`src/hw/rtl/ucb1_pkg.sv`:
```
`timescale 1ns / 1ps
// ----------------------------------------------------------------------------
// ucb1_pkg
// Shared types, constants and the log table for the UCB1 child selector.
// ----------------------------------------------------------------------------
package ucb1_pkg;

	localparam int CountBits   = 32;
	localparam int MaxChildren = 64;
	localparam int IdxBits     = 6;
	localparam int ScoreBits   = 19;
	localparam int PosBits     = $clog2(MaxChildren + 1);
	localparam int LnBits      = 23;
	localparam logic [ScoreBits-1:0] ScoreMax = 19'h7FFFF;
	localparam logic [15:0] Ln2Q16 = 16'd45426;
	localparam logic [0:0] RegAgentColor = 1'b0;

	typedef struct packed {
		logic [CountBits-1:0] parent_count;
		logic                 side_to_move;
		logic [CountBits-1:0] child_wins;
		logic [CountBits-1:0] child_plays;
		logic                 last_child;
	} in_item_t;

	typedef struct packed {
		logic [IdxBits-1:0]   best_index;
		logic [ScoreBits-1:0] top_score;
		logic                 zero_plays_error;
	} out_item_t;

	typedef enum logic [2:0] {
		ST_IDLE, ST_LOG, ST_DIV, ST_SQRT, ST_DONE
	} state_t;

	typedef struct packed {
		logic                 start;
		logic                 busy;
		logic                 done;
		logic [ScoreBits-1:0] score;
	} score_ctl_t;

	function automatic logic [15:0] ln_frac(input logic [3:0] m);
		logic [15:0] r;
		case (m)
			4'd0:  r = 16'd0;
			4'd1:  r = 16'd3973;
			4'd2:  r = 16'd7719;
			4'd3:  r = 16'd11262;
			4'd4:  r = 16'd14624;
			4'd5:  r = 16'd17822;
			4'd6:  r = 16'd20870;
			4'd7:  r = 16'd23783;
			4'd8:  r = 16'd26573;
			4'd9:  r = 16'd29248;
			4'd10: r = 16'd31818;
			4'd11: r = 16'd34292;
			4'd12: r = 16'd36675;
			4'd13: r = 16'd38975;
			4'd14: r = 16'd41197;
			default: r = 16'd43347;
		endcase
		return r;
	endfunction

endpackage

```
`src/hw/rtl/ucb1_score.sv`:
```
`timescale 1ns / 1ps
// ----------------------------------------------------------------------------
// ucb1_score
// Bit-serial scorer: log by leading-one scan, two restoring dividers sharing
// one sequencer, and a bit-pair square root.
// ----------------------------------------------------------------------------
module ucb1_score (
	input  logic                          clk,
	input  logic                          arst_n,
	input  logic                          start,
	input  logic [ucb1_pkg::CountBits-1:0] parent,
	input  logic [ucb1_pkg::CountBits-1:0] wins,
	input  logic [ucb1_pkg::CountBits-1:0] plays,
	output ucb1_pkg::score_ctl_t          ctl
);
	localparam int CB = ucb1_pkg::CountBits;
	localparam int LB = ucb1_pkg::LnBits;
	// ratio dividend wins<<16 is CB+16 bits, quotient kept to CB+16 bits
	localparam int NB = CB + 16;

	ucb1_pkg::state_t state_q, state_d;
	logic [5:0]      cnt_q;
	logic [CB-1:0]   scan_q;    // parent shifted left until MSB set
	logic [5:0]      lead_q;
	logic [CB-1:0]   d_q;       // divisor
	logic [NB-1:0]   rn_q;      // ratio dividend/quotient shifter
	logic [CB:0]     rr_q;      // ratio remainder
	logic [LB:0]     qn_q;      // q dividend/quotient shifter
	logic [CB:0]     qr_q;
	logic [LB+14:0]  sx_q;      // sqrt radicand shifter (q<<16), even width
	logic [LB+1:0]   sr_q;      // sqrt partial remainder
	logic [20:0]     sq_q;      // sqrt root

	logic [CB:0]   rr_t, qr_t;
	logic [LB+1:0] s_rem, s_try;
	logic [LB-1:0] ln_val;
	logic [3:0]    mbits;
	logic [NB:0]   sum;

	// mantissa bits below the leading one after normalization
	assign mbits  = scan_q[CB-2 -: 4];
	assign ln_val = LB'(lead_q) * LB'(ucb1_pkg::Ln2Q16) + LB'(ucb1_pkg::ln_frac(mbits));
	assign rr_t   = {rr_q[CB-1:0], rn_q[NB-1]};
	assign qr_t   = {qr_q[CB-1:0], qn_q[LB]};
	assign s_rem  = {sr_q[LB-1:0], sx_q[LB+14 -: 2]};
	assign s_try  = {sq_q, 2'b01};
	assign sum    = (NB+1)'(rn_q) + (NB+1)'(sq_q);

	always_comb begin
		state_d = state_q;
		unique case (state_q)
			ucb1_pkg::ST_IDLE: if (start) state_d = ucb1_pkg::ST_LOG;
			ucb1_pkg::ST_LOG:  if (scan_q[CB-1] || cnt_q == 6'(CB)) state_d = ucb1_pkg::ST_DIV;
			ucb1_pkg::ST_DIV:  if (cnt_q == 6'(NB - 1) || cnt_q == 6'd63) state_d = ucb1_pkg::ST_DIV;
			ucb1_pkg::ST_SQRT: if (cnt_q == 6'd19) state_d = ucb1_pkg::ST_DONE;
			ucb1_pkg::ST_DONE: state_d = ucb1_pkg::ST_IDLE;
			default: state_d = ucb1_pkg::ST_IDLE;
		endcase
		if (state_q == ucb1_pkg::ST_DIV && cnt_q == 6'(NB - 1))
			state_d = ucb1_pkg::ST_SQRT;
	end

	// score is valid during the done cycle: quotient and root are settled
	always_comb begin
		ctl.start = start;
		ctl.busy  = (state_q != ucb1_pkg::ST_IDLE);
		ctl.done  = (state_q == ucb1_pkg::ST_DONE);
		if (sum > (NB+1)'(ucb1_pkg::ScoreMax)) ctl.score = ucb1_pkg::ScoreMax;
		else ctl.score = sum[ucb1_pkg::ScoreBits-1:0];
	end

	always_ff @(posedge clk or negedge arst_n) begin
		if (!arst_n) begin
			state_q <= ucb1_pkg::ST_IDLE;
			cnt_q   <= '0;
		end else begin
			state_q <= state_d;
			if (state_d != state_q) cnt_q <= '0;
			else cnt_q <= cnt_q + 6'd1;
		end
	end

	always_ff @(posedge clk) begin
		unique case (state_q)
			ucb1_pkg::ST_IDLE: if (start) begin
				scan_q <= parent;
				lead_q <= 6'(CB - 1);
				d_q    <= plays;
				rn_q   <= {wins, 16'd0};
				rr_q   <= '0;
				qr_q   <= '0;
			end
			ucb1_pkg::ST_LOG: begin
				// shift left one bit per cycle until the leading one is at the top
				if (!scan_q[CB-1] && cnt_q != 6'(CB)) begin
					scan_q <= {scan_q[CB-2:0], 1'b0};
					lead_q <= lead_q - 6'd1;
				end else begin
					// zero parent: log term zero
					qn_q <= (scan_q[CB-1]) ? {ln_val, 1'b0} : '0;
				end
			end
			ucb1_pkg::ST_DIV: begin
				// one quotient bit per cycle for both divisions
				if (rr_t >= {1'b0, d_q}) begin
					rr_q <= rr_t - {1'b0, d_q};
					rn_q <= {rn_q[NB-2:0], 1'b1};
				end else begin
					rr_q <= rr_t;
					rn_q <= {rn_q[NB-2:0], 1'b0};
				end
				if (cnt_q >= 6'(NB - LB - 1)) begin
					if (qr_t >= {1'b0, d_q}) begin
						qr_q <= qr_t - {1'b0, d_q};
						qn_q <= {qn_q[LB-1:0], 1'b1};
					end else begin
						qr_q <= qr_t;
						qn_q <= {qn_q[LB-1:0], 1'b0};
					end
				end
				if (cnt_q == 6'(NB - 1)) begin
					sr_q <= '0;
					sq_q <= '0;
				end
			end
			ucb1_pkg::ST_SQRT: begin
				if (cnt_q == 6'd0) begin
					// q is below 2^22, so its top quotient bits are always zero
					sx_q <= {qn_q[LB-2:0], 16'd0};
				end else begin
					// two radicand bits per cycle, one root bit
					if (s_rem >= s_try) begin
						sr_q <= s_rem - s_try;
						sq_q <= {sq_q[19:0], 1'b1};
					end else begin
						sr_q <= s_rem;
						sq_q <= {sq_q[19:0], 1'b0};
					end
					sx_q <= {sx_q[LB+12:0], 2'b00};
				end
			end
			default: ;
		endcase
	end

`ifndef NO_ASSERTIONS
	a_done_one: assert property (@(posedge clk) disable iff (!arst_n)
		ctl.done |=> !ctl.done) else $error("done held");
	a_start_idle: assert property (@(posedge clk) disable iff (!arst_n)
		(start && state_q == ucb1_pkg::ST_IDLE) |=> state_q == ucb1_pkg::ST_LOG)
		else $error("start lost");
	a_sqrt_len: assert property (@(posedge clk) disable iff (!arst_n)
		state_q == ucb1_pkg::ST_SQRT |-> cnt_q <= 6'd19) else $error("sqrt overrun");
`endif
endmodule

```
`src/hw/rtl/ucb1_child_selector_core.sv`:
```
`timescale 1ns / 1ps
// ----------------------------------------------------------------------------
// ucb1_child_selector_core
// UCB1 child selection over one run of child items, serial arithmetic.
// ----------------------------------------------------------------------------
// channel   | direction | handshake           | payload
// in        | input     | in_valid/in_stall   | ucb1_pkg::in_item_t
// out       | output    | out_valid/out_stall | ucb1_pkg::out_item_t
// cfg       | input     | APB psel/penable    | agent_color at address 0
//
// A scored child holds the input through the leading-one scan of the parent
// count (shortest with its top bit set, longest for a zero parent), 48 divider
// steps, the square-root steps, settling of the score and release of the input.
// Zero-play and excess children are accepted without holding the input.
// Reset clears all run state and agent_color.
// The next transfer is taken while a result waits in the output register,
// unless a new last child would need that register.
// ----------------------------------------------------------------------------
module ucb1_child_selector_core (
	input  logic                 clk,
	input  logic                 arst_n,
	input  logic                 in_valid,
	output logic                 in_stall,
	input  ucb1_pkg::in_item_t   in_data,
	output logic                 out_valid,
	input  logic                 out_stall,
	output ucb1_pkg::out_item_t  out_data,
	input  logic                 psel,
	input  logic                 penable,
	input  logic                 pwrite,
	input  logic [1:0]           paddr,
	input  logic [31:0]          pwdata,
	output logic [31:0]          prdata,
	output logic                 pready
);
	localparam int PB = ucb1_pkg::PosBits;

	logic                 agent_q;
	logic [PB-1:0]        count_q;
	logic [ucb1_pkg::IdxBits-1:0]   best_idx_q;
	logic [ucb1_pkg::ScoreBits-1:0] top_score_q;
	logic                 have_q, err_q;
	logic                 busy_q, last_q;   // a child is being scored
	logic [PB-1:0]        pos_q;
	ucb1_pkg::score_ctl_t sc;
	logic                 accept, scored, finish_now, emit;
	logic                 take_score;
	logic [ucb1_pkg::CountBits-1:0] wins_adj;

	assign pready = 1'b1;
	assign prdata = {31'd0, agent_q};

	// hold input while scoring or while an old result blocks a new one
	assign in_stall = busy_q || (out_valid && out_stall && in_data.last_child);
	assign accept   = in_valid && !in_stall;
	assign scored   = accept && (count_q < PB'(ucb1_pkg::MaxChildren))
	                  && (in_data.child_plays != '0);
	// unscored last child finishes at once, scored one when the scorer is done
	assign finish_now = accept && in_data.last_child && !scored;
	assign take_score = sc.done;
	assign emit = finish_now || (take_score && last_q);

	// opponent view
	assign wins_adj = (in_data.side_to_move != agent_q)
	                  ? in_data.child_plays - in_data.child_wins : in_data.child_wins;

	ucb1_score u_score (
		.clk    (clk),
		.arst_n (arst_n),
		.start  (scored),
		.parent (in_data.parent_count),
		.wins   (wins_adj),
		.plays  (in_data.child_plays),
		.ctl    (sc)
	);

	logic                 new_have;
	logic [ucb1_pkg::IdxBits-1:0]   new_idx;
	logic [ucb1_pkg::ScoreBits-1:0] new_score;
	always_comb begin
		new_have  = have_q;
		new_idx   = best_idx_q;
		new_score = top_score_q;
		if (take_score && (!have_q || sc.score > top_score_q)) begin
			new_have  = 1'b1;
			new_idx   = pos_q[ucb1_pkg::IdxBits-1:0];
			new_score = sc.score;
		end
	end

	always_ff @(posedge clk or negedge arst_n) begin
		if (!arst_n) begin
			agent_q      <= 1'b0;
			count_q      <= '0;
			best_idx_q   <= '0;
			top_score_q  <= '0;
			have_q       <= 1'b0;
			err_q        <= 1'b0;
			busy_q       <= 1'b0;
			last_q       <= 1'b0;
			pos_q        <= '0;
			out_valid    <= 1'b0;
			out_data     <= '0;
		end else begin
			if (psel && penable && pwrite && paddr == {ucb1_pkg::RegAgentColor, 1'b0})
				agent_q <= pwdata[0];
			if (out_valid && !out_stall) out_valid <= 1'b0;
			// excess children only advance nothing; zero-play sets error
			if (accept && count_q < PB'(ucb1_pkg::MaxChildren)) begin
				count_q <= count_q + PB'(1);
				if (in_data.child_plays == '0) err_q <= 1'b1;
			end
			if (scored) begin
				busy_q <= 1'b1;
				last_q <= in_data.last_child;
				pos_q  <= count_q;
			end
			if (take_score) begin
				busy_q       <= 1'b0;
				have_q       <= new_have;
				best_idx_q   <= new_idx;
				top_score_q  <= new_score;
			end
			if (emit) begin
				out_valid <= 1'b1;
				out_data.best_index <= new_have ? new_idx : '0;
				out_data.top_score <= new_have ? new_score : '0;
				out_data.zero_plays_error <= err_q ||
					(finish_now && count_q < PB'(ucb1_pkg::MaxChildren)
					 && in_data.child_plays == '0);
				count_q      <= '0;
				have_q       <= 1'b0;
				err_q        <= 1'b0;
				best_idx_q   <= '0;
				top_score_q  <= '0;
			end
		end
	end

`ifndef NO_ASSERTIONS
	a_no_overwrite: assert property (@(posedge clk) disable iff (!arst_n)
		(out_valid && out_stall) |-> !emit) else $error("result overwritten");
	a_busy_stall: assert property (@(posedge clk) disable iff (!arst_n)
		busy_q |-> in_stall) else $error("input taken while scoring");
	a_done_busy: assert property (@(posedge clk) disable iff (!arst_n)
		sc.done |-> busy_q) else $error("stray score");
`endif
endmodule
```
`config.mk`:
```
export PLATFORM = sky130hd
export DESIGN_NAME = ucb1_child_selector_core
export DESIGN_NICKNAME = d
export VERILOG_FILES = /design/src/hw/rtl/ucb1_pkg.sv /design/src/hw/rtl/ucb1_score.sv /design/src/hw/rtl/ucb1_child_selector_core.sv
export SDC_FILE = /design/constraint.sdc
export NUM_CORES = 1
export LEC_CHECK = 0
export BUFFER_PORTS_ARGS = -buffer_cell sky130_fd_sc_hd__buf_4
export CAP_MARGIN = 20
export CELL_PAD_IN_SITES_DETAIL_PLACEMENT = 1
export CELL_PAD_IN_SITES_GLOBAL_PLACEMENT = 2
export CORE_MARGIN = 3
export CORE_UTILIZATION = 35
export DETAILED_ROUTE_END_ITERATION = 16
export GPL_TIMING_DRIVEN = 0
export PLACE_DENSITY = 0.79
export RECOVER_POWER = 100
export SLEW_MARGIN = 40
export SYNTH_ARGS = -nofsm -noshare
export SYNTH_HDL_FRONTEND = slang
export SYNTH_SLANG_ARGS = --single-unit
```
`constraint.sdc`:
```
create_clock -name clk -period 8.5 [get_ports clk]
set_input_delay 1.7 -clock clk [delete_from_list [all_inputs] [get_ports clk]]
set_output_delay 1.7 -clock clk [all_outputs]
set_load 0.03 [all_outputs]
```
==> results.md <==
- The flow ran to the end, but the final reports show violations.
- The final reports fail on max-capacitance violations, max-slew violations.
- The critical path contains buffers and inverters numbering 7 combined.
- The setup TNS is 0 ns.
- The post-route clock skew is 0.0410 ns.
- Of the cells placed in the final design, the portion with a size suffix greater than 1 is ~9%.
- Setup violations remaining at the end of the flow were counted as 0.
- The TritonCTS clock tree is yes.
- The Yosys warning count is 0.
- Yosys attributes the largest share of cell area to sky130_fd_sc_hd__edfxtp_1 31%, sky130_fd_sc_hd__ha_1 11%, sky130_fd_sc_hd__dfrtp_1 7.4%.
- Input and output buffers added on the ports amount to between 100 and 150.
- The number of antenna violations at the first check in global routing is 2.
- In this run the worst hold path is classified as register to register.
- The delay of the slowest cell on the worst path is 1.39 ns.
- The headroom to the max-slew limit is -209%.
- The mean routed wirelength per cell is between 20 and 25 um.
- The longest clock path from root to sink contains 3 buffers.
- Across the run, the number of max-cap violations was 5.
- TritonCTS created between 40 and 50 clock buffers.
- In the routed layout, each cell is associated on average with a via count of roughly 5.5.
- The floorplan step set the die width to 282 um.
- The area overhead of the layout relative to synthesis is 14.1%.
- The netlist area before placement is between 20000 and 30000 um^2.
- The worst-path cell with the longest stage delay is sky130_fd_sc_hd__nor4_1.
- The number of different library cells used by synthesis comes to a little over 80.
- The post-synthesis cell type with the largest combined area is sky130_fd_sc_hd__edfxtp_1.
- The die extent in y is 282 um.
- For this run, design rule violations remaining after detail routing come to 0.
- The number of I/O pins is 200.
- The routability congestion estimate is approximately 0.86.
- Counting instances in the post-synthesis netlist gives the leading cell types as 272 x sky130_fd_sc_hd__edfxtp_1, 266 x sky130_fd_sc_hd__nand2_1, 249 x sky130_fd_sc_hd__nor2_1, 229 x sky130_fd_sc_hd__ha_1, 226 x sky130_fd_sc_hd__a21oi_1.
- The number of enable flip-flop cells after synthesis is roughly 270.
- The number of clock sinks seen by CTS is between 300 and 400.
- Summed over all cells, the static leakage comes to roughly 0.012 uW.
- In the global route stage, overall resource usage came out at 21.4%.
- The number of DRC markers in iteration 0 is 1234.
- The quantity of gates resized following cts is 0.
- The arrival time at the worst endpoint is 8.13 ns.
- After clock tree synthesis, the setup repair step added 0 buffers.
- The hold violation total from the final report came to 0.
- In this design, the largest share of critical-path delay is due to simple AND/OR/NAND/NOR gates.
- The post-synthesis average cell area is slightly above 9 um^2.
- The number of max-slew violations in the final report came to between 150 and 200.
- The number of register bits inferred by synthesis is roughly 370.
- The startpoint class of the critical path is an input pin.
- Hold timing on the final database bottoms out at a slack of slightly below 0.5 ns.
- The count of nets left with antenna violations once routing finished came out at 0.
- The total wire length after detailed routing is roughly 86000 um.
- Along the worst path, the maximum fanout reaches 34.
- At the end of the flow, the number of nets in the layout was between 3000 and 4000.
- After clock tree synthesis, the clock-pin slew on the worst setup and hold paths is 0.06 ns.
- The clock latency on the worst-skew pair is approximately 0.62 ns.
- The starting utilization of the core area is a little over a third.
- Setup repair after global routing left no endpoint under its margin.
- The total grt overflow is 0.
- The full die area is slightly below 80000 um^2.
- At the pin with the least slew margin, the transition time is approximately 4.6 ns.
- The number of rows created at floorplan is 100.
- For this run, the detailed router's first-pass iteration total came to 4.
- The endpoint class of the critical path is a register.
- The hold buffer count at CTS is 0.
- Detailed routing inserted a total of ~22000 vias.
- STA puts the critical path data required time at ~8.8 ns.
- The top-area cell type share of the netlist area is a little under a third.
- The part of the Yosys area used for sequential elements is 39.4%.
- IR analysis of the VDD net gives a maximum drop of ~130 uV.
- The first global-routing pass estimated roughly 130000 um of wire.
- Dividing total power by cell area gives a power density of roughly 140 nW/um^2.
- The most common cell in the synthesized netlist is sky130_fd_sc_hd__edfxtp_1.
- The prevailing post-synth register cell is sky130_fd_sc_hd__edfxtp_1.
- The class of the most critical setup path is input pin to register.
- The number of instances in the synthesized netlist is about 2900.
- Once detailed placement completed, the half-perimeter wirelength came to 66900 um.
- For this run, asynchronously set or reset flops after synthesis account for 21.5%.
- In this run the standard cell core region covers between 70000 and 80000 um^2.
- The post-route fraction of the period consumed by the critical path is 92.0%.
- The number of global-route vias before repair was 23573.
- The clock root buffer master is sky130_fd_sc_hd__clkbuf_16.
- Entering global routing, the biggest net connects 80 pins.
- The critical path goes through clkbuf_1 -> a31oi_1 -> inv_1 -> nor3b_1 -> o21ai_0 -> clkbuf_1 -> nor4_1 -> or2_0 -> buf_12 -> buf_12 -> a21boi_2 -> buf_8 -> buf_8.
- The upper clock frequency limit is ~0.13 GHz.
- In this run the number of H-tree levels came out at 2.
- The smallest clock period supported by the final layout is computed as 7.82 ns.
## sequential cells by signal (all words and copies together) (netlist names), 3 cells and up, named ones only
name / cells
best_idx_q: 6
count_q: 7
out_data: 26
pos_q: 6
top_score_q: 19
u_score.cnt_q: 6
u_score.d_q: 32
u_score.lead_q: 6
u_score.qn_q: 24
u_score.qr_q: 32
u_score.rn_q: 48
u_score.rr_q: 32
u_score.scan_q: 32
u_score.sq_q: 21
u_score.sr_q: 23
u_score.state_q: 3
u_score.sx_q: 22
## layout by cell type, fill, tap and decap left out, types with 22 or more instances in the layout
cell / instances
sky130_fd_sc_hd__edfxtp_1: 272
sky130_fd_sc_hd__nand2_1: 266
sky130_fd_sc_hd__nor2_1: 249
sky130_fd_sc_hd__ha_1: 229
sky130_fd_sc_hd__a21oi_1: 226
sky130_fd_sc_hd__inv_1: 213
sky130_fd_sc_hd__o21ai_0: 186
sky130_fd_sc_hd__clkbuf_1: 159
sky130_fd_sc_hd__buf_4: 107
sky130_fd_sc_hd__xnor2_1: 90
sky130_fd_sc_hd__dfrtp_1: 79
sky130_fd_sc_hd__a21o_1: 78
sky130_fd_sc_hd__nor3_1: 65
sky130_fd_sc_hd__nand3_1: 60
sky130_fd_sc_hd__xor2_1: 58
sky130_fd_sc_hd__mux2_2: 55
sky130_fd_sc_hd__clkbuf_16: 48
sky130_fd_sc_hd__o21a_1: 36
sky130_fd_sc_hd__mux2i_1: 34
sky130_fd_sc_hd__a211oi_1: 33
sky130_fd_sc_hd__conb_1: 32
sky130_fd_sc_hd__nand4_1: 30
sky130_fd_sc_hd__nand2b_1: 23
sky130_fd_sc_hd__o31ai_1: 22
## cell families after synthesis
group                    count (synthesis)  share of synthesized area (%)
AND/OR/NAND/NOR                        884                           16.0
AO/OA/AOI/OAI                          765                           18.3
flip-flops                             367                           39.4
buffers and inverters                  340                           5.38
adder cells (fa/ha/maj)                247                           12.1
XOR/XNOR                               148                           4.88
multiplexers                            97                           3.95
other                                    2                         0.0283
## worst reg2reg max path, stage by stage (launching register included)
cell and delay, ns:
sky130_fd_sc_hd__edfxtp_1 0.50, sky130_fd_sc_hd__ha_1 0.23, sky130_fd_sc_hd__inv_1 0.06, sky130_fd_sc_hd__fa_1 0.40, sky130_fd_sc_hd__nand2b_1 0.19, sky130_fd_sc_hd__a21o_1 0.22, sky130_fd_sc_hd__a211oi_2 0.33, sky130_fd_sc_hd__o2111ai_1 0.31
sky130_fd_sc_hd__a31oi_1 0.68, sky130_fd_sc_hd__o2111ai_1 0.18, sky130_fd_sc_hd__a222oi_1 0.36, sky130_fd_sc_hd__nand4_1 0.24, sky130_fd_sc_hd__clkbuf_1 0.29, sky130_fd_sc_hd__nor3_1 0.30, sky130_fd_sc_hd__inv_1 0.08, sky130_fd_sc_hd__ha_1 0.30
sky130_fd_sc_hd__a21o_1 0.18, sky130_fd_sc_hd__a21oi_1 0.20, sky130_fd_sc_hd__a21boi_0 0.24, sky130_fd_sc_hd__o2111ai_1 0.21, sky130_fd_sc_hd__o31ai_1 0.36, sky130_fd_sc_hd__a21oi_1 0.17, sky130_fd_sc_hd__clkbuf_1 0.35, sky130_fd_sc_hd__nand2_1 0.44
sky130_fd_sc_hd__clkbuf_1 0.53, sky130_fd_sc_hd__o2bb2ai_1 0.16
## stage by stage
stage	worst slack [ns]	instances	util, %	total power (uW)	cell area, um^2
2_1_floorplan	0.147	2880	-	2170	26700
3_3_place_gp	-4.08	3985	38.7	2300	28900
3_5_place_dp	0.892	3995	38.9	2310	29100
4_1_cts	0.853	4082	41.0	4350	30700
5_1_grt	0.156	4082	40.5	4450	30300
6_report	0.679	4083	40.5	4290	30300
## worst paths after layout
check	cells past startpoint	to	slack, ns	start
setup / recovery	13	u_score.qr_q[10]	0.68	in_data[0]
hold / removal	2	out_data[23]	0.48	out_data[23]
setup reg to reg	25	top_score_q[10]	0.85	u_score.rn_q[0]
hold reg to reg	2	out_data[23]	0.48	out_data[23]
max in group asynchronous	1	pos_q[3]	3.17	arst_n
min in group asynchronous	1	out_data[2]	2.76	arst_n
## area by class of cell
type / count / area (um^2)
fillers: 8699 / 44500
repair buffers: 146 / 881
flip-flops and latches: 367 / 10500
plain buffers: 126 / 617
multi-input cells: 2173 / 14800
clock buffers: 57 / 1250
diodes: 1 / 2.50
well taps: 969 / 1210
clock inverters: 30 / 274
inverters: 214 / 805
## power by group
group | switching, uW | internal, uW
sequential | 4.15 | 1920
clock | 867 | 1150
combinational | 208 | 131
## metal layers
metal  GRT usage [%]  wire [um]  up-vias
met5               0         12        -
met4            5.92       2130        2
met3            3.68       4280      123
met2            35.4      39700      419
met1            28.8      40100    11122
li1                -          -    10739
No activity file was read; power rests on OpenSTA's default activity.
